**config.mk**
```make
export PLATFORM = sky130hd
export DESIGN_NAME = broken_down_time_to_unix_seconds_top
export DESIGN_NICKNAME = d
export VERILOG_FILES = /design/src/design/bdt_pkg.sv /design/src/design/bdt_leap_days.sv /design/src/design/broken_down_time_to_unix_seconds_top.sv
export SDC_FILE = /design/constraint.sdc
export NUM_CORES = 2
export LEC_CHECK = 0
export BUFFER_PORTS_ARGS = -buffer_cell sky130_fd_sc_hd__buf_2
export CORE_ASPECT_RATIO = 1.75
export CORE_UTILIZATION = 35
export CTS_BUF_LIST = sky130_fd_sc_hd__clkbuf_8
export DETAILED_ROUTE_END_ITERATION = 10
export MAX_ROUTING_LAYER = met4
export PLACE_DENSITY = 0.54
export SLEW_MARGIN = 25
export SYNTH_ARGS = -nofsm -noshare
export SYNTH_HDL_FRONTEND = slang
export SYNTH_HIERARCHICAL = 1
export SYNTH_SLANG_ARGS = --single-unit
```
**constraint.sdc**
```tcl
create_clock -name clk -period 8.1 [get_ports clk]
set_input_delay 1.62 -clock clk [delete_from_list [all_inputs] [get_ports clk]]
set_output_delay 1.62 -clock clk [all_outputs]
set_load 0.01 [all_outputs]
```
**src/design/bdt_pkg.sv**
```systemverilog
// Shared widths, constants, types and the month table for the calendar time converter.
// Depends on nothing; every other design file imports it.
`default_nettype none

package bdt_pkg;

	localparam int YEAR_W  = 16;
	localparam int FIELD_W = 8;
	localparam int IN_BUS_W  = 56;
	localparam int OUT_W   = 43;
	localparam int OUT_BUS_W = 48;

	localparam int D_W     = 17;
	localparam int HMS_W   = 20;
	localparam int DAYS_W  = 16;
	localparam int YSEC_W  = 41;
	localparam int DSEC_W  = 32;

	localparam int MON_BIAS    = 132;
	localparam int MON_RECIP   = 171;
	localparam int MON_SHIFT   = 11;
	localparam int CYCLE_DAYS  = 97;
	localparam int CENT_DAYS   = 24;
	localparam int CYCLE_YEARS = 400;
	localparam int CYCLE_BIAS  = 83;
	localparam int CYCLE_RECIP = 41943;
	localparam int CYCLE_SHIFT = 24;
	localparam int BASE_YEAR   = 100;
	localparam int SECS_PER_YEAR = 31536000;
	localparam int SECS_PER_DAY  = 86400;
	localparam int SECS_AT_2000  = 946684800;
	localparam int MARCH         = 2;

	typedef struct packed {
		logic [7:0]                q;
		logic [8:0]                rem;
		logic [3:0]                mon;
		logic signed [FIELD_W-1:0] mday;
	} bdt_year_t;

	function automatic logic [8:0] month_start(input logic [3:0] mon);
		logic [8:0] r;
		unique case (mon)
			4'd0:    r = 9'd0;
			4'd1:    r = 9'd31;
			4'd2:    r = 9'd59;
			4'd3:    r = 9'd90;
			4'd4:    r = 9'd120;
			4'd5:    r = 9'd151;
			4'd6:    r = 9'd181;
			4'd7:    r = 9'd212;
			4'd8:    r = 9'd243;
			4'd9:    r = 9'd273;
			4'd10:   r = 9'd304;
			4'd11:   r = 9'd334;
			default: r = 9'd0;
		endcase
		return r;
	endfunction

endpackage

`default_nettype wire

```
**src/design/bdt_leap_days.sv**
```systemverilog
// Day count from the epoch of the year cycle, centuries and leap years, plus month and day.
// Depends on bdt_pkg for the year record type and the month table.
`default_nettype none

module bdt_leap_days
	import bdt_pkg::*;
(
	input  bdt_year_t                  yr,
	output logic signed [DAYS_W-1:0]   days
);

	logic signed [8:0]  cycles;
	logic [1:0]         cent;
	logic [8:0]         r2_full;
	logic [6:0]         r2;
	logic               leap;
	logic               leap_add;
	logic [8:0]         mdays;

	always_comb begin
		cycles = $signed({1'b0, yr.q}) - 9'(CYCLE_BIAS);
		if (yr.rem >= 9'd300) begin
			cent = 2'd3;
		end else if (yr.rem >= 9'd200) begin
			cent = 2'd2;
		end else if (yr.rem >= 9'd100) begin
			cent = 2'd1;
		end else begin
			cent = 2'd0;
		end
		r2_full  = yr.rem - 9'({7'd0, cent} * 9'd100);
		r2       = r2_full[6:0];
		leap     = (yr.rem == 9'd0) || ((r2 != 7'd0) && (r2[1:0] == 2'd0));
		leap_add = leap && (yr.mon >= 4'(MARCH));
		mdays    = month_start(yr.mon);
		days     = DAYS_W'(cycles) * DAYS_W'(CYCLE_DAYS)
			+ DAYS_W'(CENT_DAYS) * $signed(DAYS_W'({14'd0, cent}))
			+ $signed(DAYS_W'({2'd0, r2[6:2]}))
			- $signed(DAYS_W'({15'd0, leap}))
			+ $signed(DAYS_W'(mdays))
			+ $signed(DAYS_W'({15'd0, leap_add}))
			+ DAYS_W'(yr.mday);
	end

endmodule

`default_nettype wire

```
**src/design/broken_down_time_to_unix_seconds_top.sv**
```systemverilog
// Top level of the calendar time to Unix seconds converter: six-stage pipeline.
// Depends on bdt_pkg and bdt_leap_days.
//
// Usage: each item on the s_axis channel is one broken-down calendar time; for
// each item the m_axis channel delivers one signed count of seconds since
// 1970-01-01 00:00:00 under the proleptic Gregorian calendar.
// Each item passes through the stage registers in order, and one item is taken every
// cycle while the receiver does not stall. The stages fold the month into the year,
// estimate the 400-year cycle count by a reciprocal multiply, correct it, count days
// and year seconds, scale days to seconds and add up the result.
// Every stage has its own valid bit and is loaded whenever it is empty or the
// stage after it moves, so bubbles close up while the receiver stalls and input
// is still taken until the pipeline is full. A stalled result holds its value.
// Reset empties all stages; no result is valid after reset.
`default_nettype none

module broken_down_time_to_unix_seconds_top
	import bdt_pkg::*;
(
	input  logic                 clk,
	input  logic                 arst_n,
	input  logic                 s_axis_tvalid,
	output logic                 s_axis_tready,
	// year_since_1900[15:0], month_index[23:16], day_of_month[31:24],
	// hour_value[39:32], minute_value[47:40], second_value[55:48]
	input  logic [IN_BUS_W-1:0]  s_axis_tdata,
	output logic                 m_axis_tvalid,
	input  logic                 m_axis_tready,
	// unix_seconds[42:0], zero fill [47:43]
	output logic [OUT_BUS_W-1:0] m_axis_tdata
);

	logic v_s1, v_s2, v_s3, v_s4, v_s5, v_s6;
	logic rdy_s1, rdy_s2, rdy_s3, rdy_s4, rdy_s5, rdy_s6;

	assign rdy_s6 = !v_s6 || m_axis_tready;
	assign rdy_s5 = !v_s5 || rdy_s6;
	assign rdy_s4 = !v_s4 || rdy_s5;
	assign rdy_s3 = !v_s3 || rdy_s4;
	assign rdy_s2 = !v_s2 || rdy_s3;
	assign rdy_s1 = !v_s1 || rdy_s2;
	assign s_axis_tready = rdy_s1;

	always_ff @(posedge clk or negedge arst_n) begin
		if (!arst_n) begin
			v_s1 <= 1'b0;
			v_s2 <= 1'b0;
			v_s3 <= 1'b0;
			v_s4 <= 1'b0;
			v_s5 <= 1'b0;
			v_s6 <= 1'b0;
		end else begin
			if (rdy_s1) v_s1 <= s_axis_tvalid;
			if (rdy_s2) v_s2 <= v_s1;
			if (rdy_s3) v_s3 <= v_s2;
			if (rdy_s4) v_s4 <= v_s3;
			if (rdy_s5) v_s5 <= v_s4;
			if (rdy_s6) v_s6 <= v_s5;
		end
	end

	// Stage 1: month folding, year offset, time of day.
	logic signed [YEAR_W-1:0]  in_year;
	logic signed [FIELD_W-1:0] in_mon, in_mday, in_hour, in_min, in_sec;
	logic [8:0]                mon_x;
	logic [16:0]               mon_prod;
	logic [4:0]                mon_q;
	logic [8:0]                mon_r;
	logic signed [D_W-1:0]     year_adj, d_c;
	logic [D_W-1:0]            e_c;
	logic signed [HMS_W-1:0]   hms_c;

	always_comb begin
		in_year  = s_axis_tdata[15:0];
		in_mon   = s_axis_tdata[23:16];
		in_mday  = s_axis_tdata[31:24];
		in_hour  = s_axis_tdata[39:32];
		in_min   = s_axis_tdata[47:40];
		in_sec   = s_axis_tdata[55:48];
		mon_x    = {in_mon[7], in_mon} + 9'(MON_BIAS);
		mon_prod = {8'd0, mon_x} * 17'(MON_RECIP);
		mon_q    = mon_prod[MON_SHIFT +: 5];
		mon_r    = mon_x - 9'({4'd0, mon_q} * 9'd12);
		year_adj = D_W'(in_year) + $signed({12'd0, mon_q}) - 17'sd11;
		d_c      = year_adj - D_W'(BASE_YEAR);
		e_c      = d_c + D_W'(CYCLE_YEARS * CYCLE_BIAS);
		hms_c    = HMS_W'(in_hour) * 20'sd3600 + HMS_W'(in_min) * 20'sd60
			+ HMS_W'(in_sec);
	end

	logic signed [D_W-1:0]     d_s1;
	logic [D_W-1:0]            e_s1;
	logic [3:0]                mon_s1;
	logic signed [FIELD_W-1:0] mday_s1;
	logic signed [HMS_W-1:0]   hms_s1;

	always_ff @(posedge clk) begin
		if (rdy_s1) begin
			d_s1    <= d_c;
			e_s1    <= e_c;
			mon_s1  <= mon_r[3:0];
			mday_s1 <= in_mday;
			hms_s1  <= hms_c;
		end
	end

	// Stage 2: reciprocal multiply for the 400-year cycle count.
	logic [32:0]               prod_s2;
	logic signed [D_W-1:0]     d_s2;
	logic [D_W-1:0]            e_s2;
	logic [3:0]                mon_s2;
	logic signed [FIELD_W-1:0] mday_s2;
	logic signed [HMS_W-1:0]   hms_s2;

	always_ff @(posedge clk) begin
		if (rdy_s2) begin
			prod_s2 <= {16'd0, e_s1} * 33'(CYCLE_RECIP);
			d_s2    <= d_s1;
			e_s2    <= e_s1;
			mon_s2  <= mon_s1;
			mday_s2 <= mday_s1;
			hms_s2  <= hms_s1;
		end
	end

	// Stage 3: the estimate is low by at most one; correct it.
	logic [8:0]  q_est;
	logic [16:0] q400;
	logic [16:0] r0;
	logic        r_ge;
	logic [7:0]  q_c;
	logic [8:0]  rem_c;

	always_comb begin
		q_est = prod_s2[CYCLE_SHIFT +: 9];
		q400  = {8'd0, q_est} * 17'(CYCLE_YEARS);
		r0    = e_s2 - q400;
		r_ge  = r0 >= 17'(CYCLE_YEARS);
		q_c   = q_est[7:0] + 8'(r_ge);
		rem_c = r_ge ? 9'(r0 - 17'(CYCLE_YEARS)) : r0[8:0];
	end

	bdt_year_t                 yr_s3;
	logic signed [D_W-1:0]     d_s3;
	logic signed [HMS_W-1:0]   hms_s3;

	always_ff @(posedge clk) begin
		if (rdy_s3) begin
			yr_s3.q    <= q_c;
			yr_s3.rem  <= rem_c;
			yr_s3.mon  <= mon_s2;
			yr_s3.mday <= mday_s2;
			d_s3       <= d_s2;
			hms_s3     <= hms_s2;
		end
	end

	// Stage 4: day count and whole-year seconds.
	logic signed [DAYS_W-1:0] days_c;
	logic signed [YSEC_W-1:0] d_ext;

	bdt_leap_days u_leap_days (
		.yr   (yr_s3),
		.days (days_c)
	);

	assign d_ext = YSEC_W'(d_s3);

	logic signed [DAYS_W-1:0] days_s4;
	logic signed [YSEC_W-1:0] ysec_s4;
	logic signed [HMS_W-1:0]  hms_s4;

	always_ff @(posedge clk) begin
		if (rdy_s4) begin
			days_s4 <= days_c;
			ysec_s4 <= d_ext * YSEC_W'(SECS_PER_YEAR);
			hms_s4  <= hms_s3;
		end
	end

	// Stage 5: days to seconds.
	logic signed [DSEC_W-1:0] days_ext;
	logic signed [DSEC_W-1:0] dsec_s5;
	logic signed [YSEC_W-1:0] ysec_s5;
	logic signed [HMS_W-1:0]  hms_s5;

	assign days_ext = DSEC_W'(days_s4);

	always_ff @(posedge clk) begin
		if (rdy_s5) begin
			dsec_s5 <= days_ext * DSEC_W'(SECS_PER_DAY);
			ysec_s5 <= ysec_s4;
			hms_s5  <= hms_s4;
		end
	end

	// Stage 6: final sum, held as the output register.
	logic signed [OUT_W-1:0] secs_s6;

	always_ff @(posedge clk) begin
		if (rdy_s6) begin
			secs_s6 <= OUT_W'(ysec_s5) + OUT_W'(dsec_s5) + OUT_W'(hms_s5)
				+ OUT_W'(SECS_AT_2000);
		end
	end

	assign m_axis_tvalid = v_s6;
	assign m_axis_tdata  = {(OUT_BUS_W - OUT_W)'(0), secs_s6};

`ifndef NO_ASSERTIONS
	a_mon_folded: assert property (@(posedge clk) disable iff (!arst_n)
		v_s1 |-> (mon_s1 < 4'd12))
		else $error("folded month out of range");

	a_rem_corrected: assert property (@(posedge clk) disable iff (!arst_n)
		v_s3 |-> (yr_s3.rem < 9'(CYCLE_YEARS)))
		else $error("cycle remainder not corrected");

	a_s1_held: assert property (@(posedge clk) disable iff (!arst_n)
		(v_s1 && !rdy_s2) |=> (v_s1 && $stable(d_s1) && $stable(hms_s1)))
		else $error("stalled first-stage item lost or changed");

	a_s3_held: assert property (@(posedge clk) disable iff (!arst_n)
		(v_s3 && !rdy_s4) |=> (v_s3 && $stable(yr_s3)))
		else $error("stalled third-stage item lost or changed");
`endif

endmodule

`default_nettype wire
```
# Word level (Yosys, flattened, before mapping)
# Memories as Yosys holds them, arrays and structs flattened. A register that Yosys moved wholly into a read port is not among the register bits.
# Cells that the tools add are included.
# W data, S select, Z words.
[totals]
reg_bits = 429
mem_bits_ro = 144
inputBits = 60
out_inout_bits = 50
word_cells = 92
mem_count = 1
[op_classes]
addsub = 22
mul = 11
magnitude_cmp = 5
muxes = 5
n_reduce_logical = 18
[memory_table]
columns = ["memory", "words", "width", "rd", "rd_ports_with_merged_regs", "write_ports", "line", "rtl"]
rows = [
  ["(no name shown)", 16, 9, 1, 1, 0, "bdt_pkg.sv:43", "unique case (mon)"],
]
[ops]
columns = ["operator", "count"]
rows = [
  ["$add A42 B20 Y43", 1],
  ["$add A43 B31 Y43 const B", 1],
  ["$add A41 B32 Y42", 1],
  ["$mul A17 B19 Y34 const B", 1],
  ["$mul A17 B16 Y33 const B", 1],
  ["$mul A9 B8 Y16 const B", 2],
  ["$mul A16 B11 Y25 const B", 1],
  ["$add A20 B15 Y20", 1],
  ["$add A20 B8 Y20", 1],
  ["$add A16 B6 Y17", 1],
  ["$add A17 B17 Y17 const B", 1],
  ["$ge A17 B9 Y1 const B", 1],
  ["$sub A17 B17 Y17", 1],
  ["$sub A17 B5 Y17 const B", 1],
  ["$sub A17 B8 Y17 const B", 1],
  ["$add A16 B10 Y16", 1],
  ["$add A16 B16 Y16", 1],
  ["$add A16 B2 Y16", 1],
  ["$add A16 B6 Y16", 1],
  ["$add A16 B8 Y16", 1],
  ["$mul A8 B9 Y16 const B", 1],
  ["$sub A16 B2 Y16", 1],
  ["$mul A8 B5 Y13 const B", 1],
  ["$mul A9 B5 Y13 const B", 1],
  ["other kinds (23)", 36],
]

# Depth between registers and ports, before layout
[depth]
depth_word = 13
ltp_mapped = 33
mapped_depth_nobuf = 32

# Cells and area by module
# Netlist, hierarchy kept.
[modules_own_cells]
columns = ["module", "n_inst", "cells_each", "area_each_um2", "seq_area_each_um2"]
rows = [
  ["broken_down_time_to_unix_seconds_top", 1, 2967, 35061.1, 11771.3],
  ["bdt_leap_days", 1, 317, 2831.5, 0.0],
]

# Worst setup path after synthesis
# OpenSTA, ideal clock, no wires.
[synth_timing]
path_kind = "input-to-reg"
start = "input s_axis_tdata[20]"
end = "register e_s1[16], data pin"
setup_ns = 0.261
t_arrival_ns = 7.558
path_slack_ns = 0.281
path_stages = 28
n_path_buf = 1
cell_sequence = "clkbuf_1 -> nand3_1 -> nor3b_1 -> inv_1 -> nand2_1 -> o21ai_0 -> fa_1 -> inv_1 -> fa_1 -> inv_1 -> ha_1 -> nand2_1 -> o21a_1 -> o21ai_0 -> o21a_1 -> nor2_1 -> xnor2_1 -> ha_1 -> ha_1 -> a21o_1 -> a211o_1 -> and3_1 -> o21ai_1 -> a21boi_1 -> a311o_1 -> xor2_1 -> a41oi_1 -> xnor2_1"
[synth_between]
elab_chain_len = 6
[synth_lines]
columns = ["item", "line", "rtl"]
rows = [
  ["start: declaration", "broken_down_time_to_unix_seconds_top.sv:26", "input logic [IN_BUS_W-1:0] s_axis_tdata,"],
  ["$add A9 B8 Y9", "broken_down_time_to_unix_seconds_top.sv:80", "mon_x = {in_mon[7], in_mon} + 9'(MON_BIAS);"],
  ["$mul A9 B8 Y16", "broken_down_time_to_unix_seconds_top.sv:81", "mon_prod = {8'd0, mon_x} * 17'(MON_RECIP);"],
  ["$add A16 B6 Y17", "broken_down_time_to_unix_seconds_top.sv:84", "year_adj = D_W'(in_year) + $signed({12'd0, mon_q}) - 17'sd11;"],
  ["$sub A17 B5 Y17", "broken_down_time_to_unix_seconds_top.sv:84", ""],
  ["$sub A17 B8 Y17", "broken_down_time_to_unix_seconds_top.sv:85", "d_c = year_adj - D_W'(BASE_YEAR);"],
  ["via d_c[14]", "broken_down_time_to_unix_seconds_top.sv:69", "logic signed [D_W-1:0] year_adj, d_c;"],
  ["$add A17 B17 Y17", "broken_down_time_to_unix_seconds_top.sv:86", "e_c = d_c + D_W'(CYCLE_YEARS * CYCLE_BIAS);"],
  ["via e_c[16]", "broken_down_time_to_unix_seconds_top.sv:70", "logic [D_W-1:0] e_c;"],
  ["end signal: assignment", "broken_down_time_to_unix_seconds_top.sv:100", "e_s1 <= e_c;"],
  ["end: declaration", "broken_down_time_to_unix_seconds_top.sv:92", "logic [D_W-1:0] e_s1;"],
]
# The timed path passes the listed nets, and every way through them passes these cells.
# A chain may end at the register's enable or synchronous reset.

# Worst setup path after layout
[layout_timing]
start = "input s_axis_tdata[18]"
end = "register e_s1[16], data pin"
# The elaborated chain is that of the path after synthesis.

==> tab_implementation.tex <==
\begin{tabular}{lr}
\hline
Metric & Value \\
\hline
\multicolumn{2}{l}{\textbf{Critical path}} \\
\quad Worst r2r dst & days\_s4[14] \\
\quad Data arrival time of the worst path & 7.92 ns \\
\quad Slowest library cell on the worst path & fa\_1 \\
\quad Setup slack of the most critical reg-to-reg path & 1.23 ns \\
\quad Worst EP required & 8.55 ns \\
\quad Critical path startpoint category & primary input \\
\quad Launching instance or port of the critical path & s\_axis\_tdata[18] \\
\quad Worst Reg-to-Reg Cells & 26 \\
\quad Largest stage delay on the critical path & 0.57 ns \\
\quad Worst path most repeated cell & ha\_1 \\
\quad Kind of end point of the critical path & flop \\
\quad Crit Path Max Fanout & 5 \\
\quad Type of the worst setup path & in2reg \\
\quad Launching point of the worst reg2reg path & yr\_s3[15] \\
\multicolumn{2}{l}{\textbf{Logic synthesis}} \\
\quad Post-synth top cells & inv\_1 (722), ha\_1 (682), edfxtp\_1 (387) \\
\quad Syn. warnings & 6 \\
\quad Async set or reset register ratio after synthesis & 1.53\% \\
\quad Avg Inst Size Synth & 11.5 µm² \\
\quad Cell with the most instances after synthesis & inv\_1 \\
\quad Synthesized cell area & 0.0379 mm² \\
\quad Netlist cell types & 88 \\
\quad Number of flops mapped to enable cells by yosys & 387 \\
\quad Portion of the post-synthesis area used by sequential elements & 31.1\% \\
\quad Synthesized instance count & 3284 \\
\quad Proportion of netlist area held by the largest area contributor & 30.7\% \\
\quad Most area-hungry cell type in the Yosys netlist & edfxtp\_1 \\
\quad Main area contributors after synthesis & edfxtp\_1 (31\%), ha\_1 (23\%), fa\_1 (20\%) \\
\quad Dominant synthesized flop cell & edfxtp\_1 \\
\quad Synth Register Bits & 393 \\
\multicolumn{2}{l}{\textbf{Floorplanning}} \\
\quad Count of pins on the block boundary & 110 \\
\quad Die outline width & 251 µm \\
\quad Initial standard-cell utilization of the core & 35.3\% \\
\quad Die height & 437 µm \\
\quad Core area & 0.107 mm² \\
\quad Std-Cell Rows & 159 \\
\quad Overall die area & 0.110 mm² \\
\multicolumn{2}{l}{\textbf{CTS}} \\
\quad Clk Latency, worst-skew pair & 0.71 ns \\
\quad Post-cts hold buffer count & 0 \\
\quad Total number of H-tree levels & 2 \\
\quad Clock tree from TritonCTS & built \\
\quad Resized Gates After CTS & 0 \\
\quad Clock tree buffer depth & 3 \\
\quad Clock root buffer & clkbuf\_8 \\
\quad Clock transition at the register clock pins on the worst setup and hold paths after CTS & 0.07 ns \\
\quad Setup Fix Bufs, Post-CTS & 0 \\
\quad Clock sink count & 393 \\
\quad Inserted Clock Buffers & 61 \\
\multicolumn{2}{l}{\textbf{GRT}} \\
\quad Total congestion overflow & 0 \\
\quad Number of antenna violations at the first check in global routing & 2 \\
\quad Global-route wire length before repair & 122000 µm \\
\quad Maximum number of pins on one net before global-route repair & 81 \\
\quad Total GRT Usage & 14.6\% \\
\quad Vias in the first global route & 24700 \\
\multicolumn{2}{l}{\textbf{Timing}} \\
\quad RSZ-0062 raised after global routing & false \\
\quad Share of the clock period used by the worst path after layout & 92.2\% \\
\quad Setup violation total in the final timing report & 0 \\
\quad Tightest slew margin relative to the limit & 40.6\% \\
\quad Number of max-slew violations in the final report & 0 \\
\quad Pin slew with the least headroom to its limit & 0.885 ns \\
\quad Timing-limited maximum frequency & 0.134 GHz \\
\quad Final Hold Slack & 0.384 ns \\
\quad Minimum period implied by the final worst setup slack & 7.47 ns \\
\quad Hold violation total from the final report & 0 \\
\quad Post-route clock skew & 0.0375 ns \\
\multicolumn{2}{l}{\textbf{Drt}} \\
\quad DRC violation count after routing & 0 \\
\quad Routed wire length & 75400 µm \\
\quad Number of search-and-repair iterations in the first detailed-routing pass & 6 \\
\quad Detail Route Antenna Nets & 0 \\
\quad DR vias & 23000 \\
\quad Post-detailed-route wirelength per cell & 15.4 µm \\
\quad Drt first-iter violations & 604 \\
\quad Post-DR vias/cell & 4.69 \\
\multicolumn{2}{l}{\textbf{Layout}} \\
\quad Number of inserted filler cells in the final layout & 10300 \\
\quad Number of nets in the layout & 4598 \\
\quad Area growth from synthesis to layout & 10.3\% \\
\quad Area of the multi-input gates & 0.0234 mm² \\
\quad Sequential cell area & 0.0118 mm² \\
\quad Fraction of final layout cells sized beyond drive strength 1 & 8.05\% \\
\multicolumn{2}{l}{\textbf{Hold path}} \\
\quad Worst hold path stage count & 0 \\
\quad Min-Delay Endpoint & hms\_s4[3] \\
\quad Worst hold start & hms\_s3[3] \\
\quad Path class of the lowest-slack min-delay path & reg2reg \\
\multicolumn{2}{l}{\textbf{Place}} \\
\quad PortBufs & 104 \\
\quad Weighted congestion at the end of routability-driven global placement & 0.863 \\
\quad Placed wire-length estimate after detailed placement & 65100 µm \\
\multicolumn{2}{l}{\textbf{Flow run}} \\
\quad Number of max-cap violations & 0 \\
\multicolumn{2}{l}{\textbf{Run status}} \\
\quad Result of the run & completed \\
\hline
\end{tabular}
per-stage QoR:
stage	setup slack, ns	instances	setup TNS (ns)	instance area [µm²]	utilization (%)
final	0.633	4896	0	41800	39.0
after global routing	0.222	4896	0	41800	39.0
after CTS	0.621	4895	0	41800	39.0
after detailed placement	-0.149	4782	-0.255	40400	37.7
after global placement	-0.115	4782	-0.182	40400	37.7
after floorplan	0.281	3288	0	37900	-
layer usage:
metal | track usage [%] | routed length (µm) | part of all wire, % | vias up
li1 | - | - | - | 11500
met1 | 13.3 | 26300 | 35 | 11100
met2 | 29.9 | 44400 | 59 | 219
met3 | 1.54 | 1540 | 2.0 | 148
met4 | 5.96 | 3120 | 4.1 | 0
met5 | - | 0 | 0 | -
state kept, by name (all words and copies together) (netlist names), 10 cells and up:
| signal | cells |
|---|---|
| yr_s3 | 29 |
| ysec_s5 | 34 |
| d_s2 | 16 |
| hms_s1 | 20 |
| prod_s2 | 10 |
| e_s1 | 13 |
| d_s1 | 17 |
| hms_s2 | 20 |
| d_s3 | 13 |
| hms_s5 | 20 |
| days_s4 | 16 |
| ysec_s4 | 34 |
| secs_s6 | 43 |
| hms_s4 | 20 |
| dsec_s5 | 25 |
| hms_s3 | 20 |
| e_s2 | 13 |
layout by cell type, fill, tap and decap left out, drive strengths merged, types with 7 or more instances in the layout:
master  synthesis  final
a21boi         13     13
a211oi         20     20
nor2b          25     25
nor2          103    103
a31oi          10     10
o21ai          76     76
a311oi          8      8
o211ai          9      9
nand2          81     81
clkbuf          9     64
ha            682    682
a21oi         139    139
o41ai           7      7
mux2i          12     12
a211o          10     10
inv           722    743
or3            18     18
o31ai          10     10
edfxtp        387    387
fa            379    379
buf             8    143
nand3          46     46
or2            10     10
and2            8      8
nand2b         26     26
o21bai         27     27
nor4            7      7
o21a           20     20
bufinv          0     10
nor3           36     36
xnor2         150    150
xor2           59     59
and3           10     10
a21o           54     54
or4             8      8
clkinv          0     13
nand4          13     13
kinds of logic (layout without fill, tap and decap cells):
family | count (synthesis) | in the layout | synth area share, %
xor+xnor | 210 | 210 | 4.89
buf+inv | 739 | 978 | 7.41
simple gates | 415 | 415 | 5.59
other cells | 1 | 6 | 0.00990
fa+ha+maj | 1061 | 1061 | 42.5
mux | 14 | 14 | 0.376
compound gates | 451 | 451 | 8.11
flops | 393 | 393 | 31.1
worst max-delay path, delay by kind of cell:
family                   cells  cell delay [ns]
adder cells (fa/ha/maj)      8             3.07
AND/OR/NAND/NOR              3             0.27
buffers and inverters        5             0.30
XOR/XNOR                     3             0.55
AO/OA/AOI/OAI                9             2.10
how the worst max path moves through the flow:
stage,endpoint,depth (start not counted)
after floorplan,e_s1[16],28
after global placement,e_s1[16],29
after detailed placement,e_s1[16],29
after CTS,e_s1[16],29
after global routing,e_s1[16],29
final,e_s1[16],28
layout make-up:
class	instances	area share, %
clock inverters	49	1.22
multi-input cells	2156	56.0
flip-flops and latches	393	28.2
repair buffers	143	1.95
clock buffers	64	2.11
inverters	722	6.49
diodes	1	0.00599
well taps	1368	4.10
Power is left out: the tool's default activity adds up to more than one toggle a clock period on the data nets, which glitch-free logic cannot reach.
